--- src/rtl/core/kfts_pkg.sv ---
// Shared types and constants for the key frequency table.
// Used by the table cell, the top level and the port checker.
package kfts_pkg;

  localparam int unsigned ENTRIES = 16;
  localparam int unsigned IDX_W   = $clog2(ENTRIES);
  localparam int unsigned USE_W   = $clog2(ENTRIES + 1);
  localparam int unsigned KEY_W   = 16;
  localparam int unsigned COUNT_W = 32;
  localparam int unsigned DATA_W  = KEY_W + COUNT_W;

  typedef enum logic [2:0] {
    ST_HIT   = 3'd0,
    ST_NEW   = 3'd1,
    ST_FULL  = 3'd2,
    ST_READ  = 3'd3,
    ST_EMPTY = 3'd4
  } status_e;

  typedef enum logic {
    FUNC_COUNT = 1'b0,
    FUNC_READ  = 1'b1
  } func_e;

  // Contents of one table slot as it moves around the ring.
  typedef struct packed {
    logic [KEY_W-1:0]   key;
    logic [COUNT_W-1:0] count;
    logic               valid;
    logic               done;
  } cell_data_t;

  // Commands broadcast to every slot.
  typedef struct packed {
    logic rotate;
    logic count_en;
    logic clear_done;
  } cell_ctrl_t;

endpackage

--- src/rtl/core/kfts_cell.sv ---
// One slot of the frequency table: key, count, valid and readout-done flag.
// Depends on kfts_pkg; instantiated in a ring by the top level.
module kfts_cell (
  input  logic                             clk_i,
  input  logic                             rst_ni,
  input  kfts_pkg::cell_ctrl_t             ctrl_i,
  input  logic [kfts_pkg::KEY_W-1:0]       key_i,
  input  logic                             append_i,
  input  logic                             mark_i,
  input  kfts_pkg::cell_data_t             nb_i,
  output kfts_pkg::cell_data_t             data_o,
  output logic                             hit_o,
  output logic [kfts_pkg::COUNT_W-1:0]     count_next_o
);

  logic [kfts_pkg::KEY_W-1:0]   key_q;
  logic [kfts_pkg::COUNT_W-1:0] count_q;
  logic                         valid_q;
  logic                         done_q;

  assign hit_o        = ctrl_i.count_en && valid_q && (key_q == key_i);
  assign count_next_o = (&count_q) ? count_q : count_q + kfts_pkg::COUNT_W'(1);

  assign data_o.key   = key_q;
  assign data_o.count = count_q;
  assign data_o.valid = valid_q;
  assign data_o.done  = done_q;

  always_ff @(posedge clk_i or negedge rst_ni) begin
    if (!rst_ni) begin
      valid_q <= 1'b0;
      done_q  <= 1'b0;
    end else if (ctrl_i.rotate) begin
      valid_q <= nb_i.valid;
      done_q  <= nb_i.done | mark_i;
    end else if (ctrl_i.clear_done) begin
      done_q <= 1'b0;
    end else if (append_i) begin
      valid_q <= 1'b1;
      done_q  <= 1'b0;
    end
  end

  always_ff @(posedge clk_i) begin
    if (ctrl_i.rotate) begin
      key_q   <= nb_i.key;
      count_q <= nb_i.count;
    end else if (append_i) begin
      key_q   <= key_i;
      count_q <= kfts_pkg::COUNT_W'(1);
    end else if (hit_o) begin
      count_q <= count_next_o;
    end
  end

endmodule

--- src/rtl/core/key_frequency_table_sorted_readout.sv ---
// Top level of the key frequency table with sorted readout.
// Depends on kfts_pkg and kfts_cell.
//
// Usage: input beats arrive on the s_axis channel. tuser selects the
// operation (0 counts one occurrence of the key in tdata, 1 reads the
// table out) and tdata carries the 16-bit key. Every count beat yields one
// result beat on m_axis: tuser holds the status (hit, new entry, table
// full), tdata holds the key and the count after the update, and tlast is
// set. Count beats are taken one per cycle while the output register is
// free; all slots compare the key in parallel; the result is registered.
//
// A readout beat yields one result per used entry, largest count first,
// equal counts in order of first insertion, tlast on the final beat; an
// empty table yields a single beat with the empty status. The slots form a
// ring that rotates by one position per cycle while a comparator at the
// head picks the largest entry not yet sent. No input is taken during a
// readout. The table is left unchanged.
//
// Reset empties the table at once. When the receiver holds tready low, the
// result stays in the output register and further input waits.
module key_frequency_table_sorted_readout (
  input  logic        clk_i,
  input  logic        rst_ni,
  input  logic        s_axis_tvalid_i,
  output logic        s_axis_tready_o,
  input  logic [15:0] s_axis_tdata_i,   // [15:0] key
  input  logic        s_axis_tuser_i,   // [0] func
  output logic        m_axis_tvalid_o,
  input  logic        m_axis_tready_i,
  output logic [47:0] m_axis_tdata_o,   // [15:0] out_key, [47:16] out_count
  output logic [2:0]  m_axis_tuser_o,   // [2:0] status
  output logic        m_axis_tlast_o
);

  localparam int unsigned N = kfts_pkg::ENTRIES;

  typedef enum logic [1:0] {
    S_IDLE,
    S_SCAN,
    S_EMIT
  } state_e;

  state_e                         state_q;
  logic [kfts_pkg::USE_W-1:0]     used_q;
  logic [kfts_pkg::USE_W-1:0]     emitted_q;
  logic [kfts_pkg::IDX_W-1:0]     pos_q;
  logic [kfts_pkg::IDX_W-1:0]     best_pos_q;
  logic [kfts_pkg::IDX_W-1:0]     mark_pos_q;
  logic                           mark_en_q;
  logic                           best_valid_q;
  logic [kfts_pkg::KEY_W-1:0]     best_key_q;
  logic [kfts_pkg::COUNT_W-1:0]   best_count_q;

  logic                           m_valid_q;
  kfts_pkg::status_e              m_status_q;
  logic [kfts_pkg::KEY_W-1:0]     m_key_q;
  logic [kfts_pkg::COUNT_W-1:0]   m_count_q;
  logic                           m_last_q;

  kfts_pkg::cell_ctrl_t           ctrl;
  kfts_pkg::cell_data_t           cell_data [N];
  logic [N-1:0]                   hit_vec;
  logic [N-1:0]                   append_sel;
  logic [kfts_pkg::COUNT_W-1:0]   cell_next [N];
  logic [kfts_pkg::COUNT_W-1:0]   hit_count;

  logic                           out_free;
  logic                           accept;
  logic                           is_count;
  logic                           any_hit;
  logic                           table_full;
  logic                           mark_now;
  logic                           candidate;
  logic                           take;
  logic                           last_pos;
  logic [kfts_pkg::USE_W-1:0]     emitted_next;
  logic                           final_beat;
  kfts_pkg::cell_data_t           head;

  assign out_free        = !m_valid_q || m_axis_tready_i;
  assign s_axis_tready_o = (state_q == S_IDLE) && out_free;
  assign accept          = s_axis_tvalid_i && s_axis_tready_o;
  assign is_count        = accept && (s_axis_tuser_i == kfts_pkg::FUNC_COUNT);
  assign any_hit         = |hit_vec;
  assign table_full      = (used_q == kfts_pkg::USE_W'(N));

  // The head slot is examined once per cycle while the ring rotates.
  assign head      = cell_data[0];
  assign last_pos  = (pos_q == kfts_pkg::IDX_W'(N - 1));
  assign mark_now  = mark_en_q && (pos_q == mark_pos_q);
  assign candidate = head.valid && !head.done && !mark_now;
  // Strict compare keeps the earliest inserted entry on equal counts.
  assign take      = candidate && (!best_valid_q || (head.count > best_count_q));

  assign emitted_next = emitted_q + kfts_pkg::USE_W'(1);
  assign final_beat   = (emitted_next == used_q);

  assign ctrl.rotate     = (state_q == S_SCAN);
  assign ctrl.count_en   = is_count;
  assign ctrl.clear_done = (state_q == S_EMIT) && out_free && final_beat;

  // Keys in the table are distinct, so at most one slot hits.
  always_comb begin
    hit_count = '0;
    for (int i = 0; i < N; i++) begin
      append_sel[i] = is_count && !any_hit && (used_q == kfts_pkg::USE_W'(i));
      if (hit_vec[i]) begin
        hit_count = hit_count | cell_next[i];
      end
    end
  end

  for (genvar g = 0; g < N; g++) begin : g_cell
    logic mark_in;
    if (g == N - 1) begin : g_tail
      assign mark_in = ctrl.rotate && mark_now;
    end else begin : g_body
      assign mark_in = 1'b0;
    end

    kfts_cell u_cell (
      .clk_i        (clk_i),
      .rst_ni       (rst_ni),
      .ctrl_i       (ctrl),
      .key_i        (s_axis_tdata_i),
      .append_i     (append_sel[g]),
      .mark_i       (mark_in),
      .nb_i         (cell_data[(g + 1) % N]),
      .data_o       (cell_data[g]),
      .hit_o        (hit_vec[g]),
      .count_next_o (cell_next[g])
    );
  end

  always_ff @(posedge clk_i or negedge rst_ni) begin
    if (!rst_ni) begin
      state_q      <= S_IDLE;
      used_q       <= '0;
      emitted_q    <= '0;
      pos_q        <= '0;
      best_pos_q   <= '0;
      mark_pos_q   <= '0;
      mark_en_q    <= 1'b0;
      best_valid_q <= 1'b0;
      best_key_q   <= '0;
      best_count_q <= '0;
      m_valid_q    <= 1'b0;
      m_status_q   <= kfts_pkg::ST_HIT;
      m_key_q      <= '0;
      m_count_q    <= '0;
      m_last_q     <= 1'b0;
    end else begin
      if (m_axis_tready_i) begin
        m_valid_q <= 1'b0;
      end
      unique case (state_q)
        S_IDLE: begin
          if (is_count) begin
            m_valid_q <= 1'b1;
            m_key_q   <= s_axis_tdata_i;
            m_last_q  <= 1'b1;
            if (any_hit) begin
              m_status_q <= kfts_pkg::ST_HIT;
              m_count_q  <= hit_count;
            end else if (!table_full) begin
              m_status_q <= kfts_pkg::ST_NEW;
              m_count_q  <= kfts_pkg::COUNT_W'(1);
              used_q     <= used_q + kfts_pkg::USE_W'(1);
            end else begin
              m_status_q <= kfts_pkg::ST_FULL;
              m_count_q  <= '0;
            end
          end else if (accept) begin
            if (used_q == '0) begin
              m_valid_q  <= 1'b1;
              m_status_q <= kfts_pkg::ST_EMPTY;
              m_key_q    <= '0;
              m_count_q  <= '0;
              m_last_q   <= 1'b1;
            end else begin
              state_q      <= S_SCAN;
              pos_q        <= '0;
              best_valid_q <= 1'b0;
              mark_en_q    <= 1'b0;
              emitted_q    <= '0;
            end
          end
        end
        S_SCAN: begin
          if (take) begin
            best_valid_q <= 1'b1;
            best_key_q   <= head.key;
            best_count_q <= head.count;
            best_pos_q   <= pos_q;
          end
          if (last_pos) begin
            pos_q   <= '0;
            state_q <= S_EMIT;
          end else begin
            pos_q <= pos_q + kfts_pkg::IDX_W'(1);
          end
        end
        S_EMIT: begin
          if (out_free) begin
            m_valid_q  <= 1'b1;
            m_status_q <= kfts_pkg::ST_READ;
            m_key_q    <= best_key_q;
            m_count_q  <= best_count_q;
            m_last_q   <= final_beat;
            if (final_beat) begin
              state_q   <= S_IDLE;
              mark_en_q <= 1'b0;
            end else begin
              state_q      <= S_SCAN;
              mark_en_q    <= 1'b1;
              mark_pos_q   <= best_pos_q;
              best_valid_q <= 1'b0;
              emitted_q    <= emitted_next;
            end
          end
        end
        default: begin
          state_q <= S_IDLE;
        end
      endcase
    end
  end

  assign m_axis_tvalid_o = m_valid_q;
  assign m_axis_tuser_o  = m_status_q;
  assign m_axis_tdata_o  = {m_count_q, m_key_q};
  assign m_axis_tlast_o  = m_last_q;

endmodule

--- config.mk ---
export PLATFORM = sky130hd
export DESIGN_NAME = key_frequency_table_sorted_readout
export DESIGN_NICKNAME = d
export VERILOG_FILES = /design/src/rtl/core/kfts_pkg.sv /design/src/rtl/core/kfts_cell.sv /design/src/rtl/core/key_frequency_table_sorted_readout.sv
export SDC_FILE = /design/constraint.sdc
export NUM_CORES = 2
export LEC_CHECK = 0
export ABC_AREA = 1
export BUFFER_PORTS_ARGS = -buffer_cell sky130_fd_sc_hd__buf_2
export CAP_MARGIN = 20
export CORE_ASPECT_RATIO = 2
export CORE_MARGIN = 4
export CORE_UTILIZATION = 45
export CTS_CLUSTER_DIAMETER = 40
export DETAILED_ROUTE_END_ITERATION = 7
export PLACE_DENSITY = 0.61
export SYNTH_ARGS = -nofsm -noshare
export SYNTH_HDL_FRONTEND = slang
export SYNTH_SLANG_ARGS = --single-unit
--- constraint.sdc ---
create_clock -name clk_i -period 8.14 [get_ports clk_i]
set_clock_uncertainty 0.2 [all_clocks]
set_input_delay 0.407 -clock clk_i [delete_from_list [all_inputs] [get_ports clk_i]]
set_output_delay 0.407 -clock clk_i [all_outputs]
set_load 0.02 [all_outputs]
* Yosys cells after proc, flatten, opt, wreduce, memory -nomap -nowiden
Index checks and enable logic that the tools add are counted.
** Operators by class
- Add/subtract/negate cells :: 19
- Magnitude comparators :: 1
- Equality and inequality tests :: 47
- Multiplexer cells :: 266
- Bitwise gates (word level) :: 20
- Reduce and logical (&&, ||, !) cells :: 161
** Operator list (count)
- $mux W32 :: 85
- $mux W16 :: 36
- $add A32 B1 Y32 const B :: 16
- $reduce_and A32 Y1 :: 16
- $or A32 B32 Y32 :: 15
- $eq A16 B16 Y1 :: 16
- $mux W1 :: 115
- $reduce_bool A3 Y1 :: 33
- $pmux W32 S2 :: 1
- $logic_and A1 B1 Y1 :: 59
- $eq A5 B4 Y1 const B :: 8
- $reduce_bool A2 Y1 :: 18
- $reduce_and A2 Y1 :: 17
- $gt A32 B32 Y1 :: 1
- $pmux W16 S2 :: 1
- $mux W5 :: 5
- $eq A5 B3 Y1 const B :: 4
- $mux W4 :: 4
- $reduce_or A16 Y1 :: 1
- $mux W2 :: 7
- $mux W3 :: 4
- $reduce_and A4 Y1 :: 3
- $add A5 B1 Y5 const B :: 2
- $eq A5 B2 Y1 const B :: 2
- 28 further kinds :: 45
** Word-level totals
- Register bits :: 927
- Input bits :: 21
- Output and inout bits :: 54

* Logic depth before layout (Yosys ltp)
- Word-level depth :: 41
- Mapped depth :: 20
- Mapped depth without buffers :: 18

* By module
A second synthesis with hierarchy kept.
** Unflattened totals
- Cells, all modules :: 10065
- Area, all modules :: 69588.0 um2
** Modules (own cells, without submodules)
- kfts_cell (g_cell[0].u_cell ...) :: times used 8, cells each 522, area each 3653.5 um2, seq. area each 1491.4 um2
- kfts_cell (g_cell[2].u_cell ...) :: times used 7, cells each 557, area each 3811.2 um2, seq. area each 1491.4 um2
- key_frequency_table_sorted_readout :: times used 1, cells each 1440, area each 9890.7 um2, seq. area each 3178.0 um2
- kfts_cell (g_cell[9].u_cell) :: times used 1, cells each 550, area each 3791.1 um2, seq. area each 1491.4 um2

* Worst setup path before layout
OpenSTA, ideal clock, no wires.
- Kind :: input -> register
- Start point :: input s_axis_tdata_i[15]
- End point :: register g_cell[15].u_cell.count_q[0] in the netlist's numbering, enable pin
- Setup time :: 389 ps
- Data arrival time :: 2940 ps
- Data required time :: 7551 ps
- Path slack :: 4610 ps
- Cell stages on the path :: 16
- Cells stage by stage :: buf_4 -> buf_4 -> o21ai_0 -> nor2_1 -> nand2_1 -> nor2_1 -> nand3_1 -> nand2_1 -> nor2_1 -> nand2_2 -> nor3_2 -> nand2_2 -> nand2_2 -> inv_2 -> buf_6 -> nand2_1
** Between the ends
- Longest elaborated chain between the ends :: 7
- Elaborated cells between the ends (all ways) :: 37
** RTL lines
- start, declared :: line key_frequency_table_sorted_readout.sv:26 : input logic [15:0] s_axis_tdata_i,
- $eq A16 B16 Y1 :: line kfts_cell.sv:21 : assign hit_o = ctrl_i.count_en && valid_q && (key_q == key_i);
- $logic_and A1 B1 Y1 :: line kfts_cell.sv:21
- $reduce_or A16 Y1 :: line key_frequency_table_sorted_readout.sv:84 : assign any_hit = |hit_vec;
- $logic_not A1 Y1 :: line key_frequency_table_sorted_readout.sv:106 : append_sel[i] = is_count && !any_hit && (used_q == kfts_pkg::USE_W'(i));
- $logic_and A1 B1 Y1 (2 in a row) :: line key_frequency_table_sorted_readout.sv:106
- $reduce_bool A3 Y1 (no line) *
- end signal, assigned :: line kfts_cell.sv:47 : count_q <= nb_i.count;
- end signal, assigned :: line kfts_cell.sv:50 : count_q <= kfts_pkg::COUNT_W'(1);
- end signal, assigned :: line kfts_cell.sv:52 : count_q <= count_next_o;
- end, declared :: line kfts_cell.sv:17 : logic [kfts_pkg::COUNT_W-1:0] count_q;
Every way passes the cells marked *; elsewhere a longest branch is shown, timed or not.
A chain may end at the register's enable or synchronous reset.

* Final worst setup path
- Start point :: register m_valid_q, in the netlist m_axis_tvalid_o
- End point :: register g_cell[7].u_cell.count_q[17] in the netlist's numbering, enable pin
** Between the ends
- Longest elaborated chain between the ends :: 12
- Elaborated cells between the ends (all ways) :: 42
** RTL lines
- start, declared :: line key_frequency_table_sorted_readout.sv:54 : logic m_valid_q;
- start signal, assigned :: line key_frequency_table_sorted_readout.sv:147 : m_valid_q <= 1'b0;
- start signal, assigned :: line key_frequency_table_sorted_readout.sv:154 : m_valid_q <= 1'b0;
- start signal, assigned :: line key_frequency_table_sorted_readout.sv:159 : m_valid_q <= 1'b1;
- $logic_not A1 Y1 * :: line key_frequency_table_sorted_readout.sv:80 : assign out_free = !m_valid_q || m_axis_tready_i;
- $logic_or A1 B1 Y1 * :: line key_frequency_table_sorted_readout.sv:80
- $logic_and A1 B1 Y1 * :: line key_frequency_table_sorted_readout.sv:81 : assign s_axis_tready_o = (state_q == S_IDLE) && out_free;
- $logic_and A1 B1 Y1 * :: line key_frequency_table_sorted_readout.sv:82 : assign accept = s_axis_tvalid_i && s_axis_tready_o;
- $logic_and A1 B1 Y1 * :: line key_frequency_table_sorted_readout.sv:83 : assign is_count = accept && (s_axis_tuser_i == kfts_pkg::FUNC_COUNT);
- $logic_and A1 B1 Y1 (2 in a row) :: line kfts_cell.sv:21
- $reduce_or A16 Y1 :: line key_frequency_table_sorted_readout.sv:84
- $logic_not A1 Y1 :: line key_frequency_table_sorted_readout.sv:106
- $logic_and A1 B1 Y1 (2 in a row) :: line key_frequency_table_sorted_readout.sv:106
- $reduce_bool A3 Y1 (no line) *
- end signal, assigned :: line kfts_cell.sv:47
- end signal, assigned :: line kfts_cell.sv:50
- end signal, assigned :: line kfts_cell.sv:52
- end, declared :: line kfts_cell.sv:17
Marked as above.

==> impl_metrics.ini <==
[run_status]
status = finished with violations
violations = DRC

[layout]
final_cell_mix = nand2_1, inv_1, nor2_1
areaGrowthSynthToFinish_pct = 9.97
num-nets-final = 9449
design_area_um2 = 72400
drive_gt1_share_pct = 6.23
fin_util_pct = 49.8
fill_cells = 14785
layout_commonest_cell = nand2_1
final_cells = 11410

[logic_synthesis]
yosysUniqueCellTypes = 59
post-synth-top-area-cell = edfxtp_1
synthCells = 9353
synth_compound_gate_area_share_pct = 10.0
synth_nets = 9429
avgSynthCellArea_um2 = 7.04
synth.area.mux_share_pct = 0
netlist_top_cells_area = edfxtp_1, nand2_1, inv_1
async_reset_ff_share_pct = 17.2
synthAdderAreaFrac_pct = 1.04
yosys.area_share.simple_pct = 32.4
netlist.area_leader.share_pct = 35.0
ys_ff_latch = 927
synth_ff_type = edfxtp_1
syn_area_um2 = 65900
synth_top_family_by_area = simple AND/OR/NAND/NOR gates
synth_edf_count = 768
ys_seq_area_share_pct = 41.0
yosysWarnings = 0
synth_xor_area_share_pct = 5.05

[clock_tree]
clock_latency_ns = 0.82
cts_buffers = 120
cts.path.max_buffers = 3
postCtsHoldBufs = 3
ctsResizeCount = 0
cts.htree.levels = 3
clk_pin_slew_worst_paths_ns = 0.06
cts-root-buf = clkbuf_16
post_cts_buffers = 0
cts_num_sinks = 927
cts_tree = yes

[power_and_ir_drop]
intPower_mw = 15.7
power.share.combinational_pct = 46.3
seqPwrFrac_pct = 36.1
powerDensity_nw_per_um2 = 453
p_clk_share_pct = 17.5
vdd_drop_max_mv = 0.297
leakagePower_nw = 33.8
swShare_pct = 52.0
power_switching_mw = 17.1
power_mw = 32.8

[route]
drtIter0Drc = 9440
ant_nets = 0
drt-total-wl_mm = 393
drt-pass1-iter-count = 8
vias = 71390
drc_errors = 2
wl_per_cell_um = 34.4
dr_wl_met2_mm = 183
met1_length_mm = 108
routed.top_layer = met5
via_per_inst = 6.26
dr_wl_met3_mm = 35.8

[sta]
grt_setup_unrepaired = false
fmax_mhz = 187
finalSetupTns_ns = 0
maxSlewHeadroom_pct = 10.0
setup_violations = 0
period_needed_ns = 5.34
worst_slack_ns = 2.80
hold_viol = 0
worstMarginPinSlew_ns = 1.34
holdWs_ns = 0.0600
post-route-period-util_pct = 65.5
maxSlewViolCount = 0

[floorplan]
die_area_um2 = 153000
die_y_um = 549
pin_count = 75
die_w_um = 279
initial_core_util_pct = 45.3
rows = 198
core_area_um2 = 145000

[global_route]
grt_pass1_wl_mm = 539
track_usage_pct = 50.5
grt_max_degree = 157
grt-ovfl-total = 0
grt_pass1_vias = 69736
antenna_found_initial = 41

[setup_path]
end_kind = flip-flop
r2r_cells = 14
worstPathRequired_ns = 8.41
reg2reg_slack_ns = 2.80
critPathLaunchType = flip-flop
crit_type = flip-flop to flip-flop
reg2reg_from = m_axis_tvalid_o
r2r_end = g_cell[7].u_cell.count_q[17]
worstPathArrival_ns = 5.60
crit_fanout = 43

[place]
dp_slack_ns = 2.33
gp_congestion = 1.12
numPortBuffers = 74
dpl.cell_count = 11128
place_area_um2 = 67900
hpwlAfterDp_mm = 303

[min_path]
whs_path_depth = 3
worstHoldPathType = input port to flip-flop
min_to = m_key_q[14]
hp-start = s_axis_tdata_i[14]

[job]
drv_cap = 0
==> cells by family after synthesis <==
logic type,count (synthesis)
flip-flops,927
XOR/XNOR,380
AO/OA/AOI/OAI,1108
buffers and inverters,1691
adder cells (fa/ha/maj),55
AND/OR/NAND/NOR,5192
==> power by group through the flow <==
stage                     Clock, mW  Sequential [mW]  Combinational [mW]
after detailed placement          0             11.7                14.2
after floorplan                   0             10.3                8.65
after CTS                      5.68             11.6                14.3
final                          5.74             11.9                15.2
after global routing           5.90             11.9                16.0
after global placement            0             11.7                14.1
==> worst max path at each step <==
stage | from | endpoint | cells after the start | slack [ns]
2_1_floorplan | s_axis_tdata_i[15] | g_cell[15].u_cell.count_q[0] | 16 | 4.61
3_3_place_gp | s_axis_tdata_i[7] | g_cell[7].u_cell.count_q[12] | 17 | 2.35
3_5_place_dp | s_axis_tdata_i[0] | g_cell[7].u_cell.count_q[12] | 17 | 2.33
4_1_cts | state_q[0] | g_cell[7].u_cell.count_q[22] | 14 | 2.89
5_1_grt | state_q[0] | g_cell[7].u_cell.count_q[21] | 14 | 2.54
6_report | m_axis_tvalid_o | g_cell[7].u_cell.count_q[17] | 14 | 2.80
==> registers in the layout (all words and copies together), names as in the netlist, 16 cells and up <==
register               count
best_count_q              32
best_key_q                16
g_cell.u_cell.count_q    512
g_cell.u_cell.done_q      16
g_cell.u_cell.key_q      256
g_cell.u_cell.valid_q     16
m_count_q                 32
m_key_q                   16
==> cells in the mapped netlist, types with 9 or more instances <==
cell type	count
inv_2	28
nand2_4	9
clkbuf_1	187
or2_2	16
nand2_1	3146
clkinv_1	9
nand3_1	433
nand4_4	10
nor3_1	254
a21oi_1	139
xnor2_1	59
o21ai_0	494
nand4_1	149
inv_1	1347
a22oi_1	24
xor2_1	321
o211ai_1	13
o22ai_2	61
buf_4	38
nor2_1	1101
dfrtp_1	159
buf_2	28
ha_1	55
o21ai_1	20
edfxtp_1	768
o22ai_1	330
buf_6	35
nand2_2	9
nand3b_1	18
==> layout make-up <==
class                      instances  area, µm²  area share, %
tap                             1900       2380           3.28
clock buffer                     144       3270           4.51
timing repair buffer             202       1480           2.04
antenna                           29       72.6          0.100
inverter                        1387       5220           7.21
multi-input combinational       6735      32000           44.2
clock inverter                    86        953           1.32
sequential                       927      27000           37.3
==> worst max-delay path: stages (launching register included) <==
cell     delay, ns
dfrtp_1       0.40
nand2_1       0.21
nand4_4       0.33
buf_4         0.37
nor2_1        0.10
nand3_1       0.58
nand2_1       0.15
nor2_2        0.15
nand2_2       0.09
nor2_4        0.64
nand4_2       0.32
nand2_4       0.54
inv_2         0.14
nand2_1       0.38
buf_4         0.37
==> per-layer routing <==
metal,GRT usage (%),vias to the layer above
met5,0.0633,-
met4,62.9,14
met3,15.7,2536
met2,83.0,5522
met1,43.9,33017
li1,-,30301
Power figures use the tool's default switching activity.
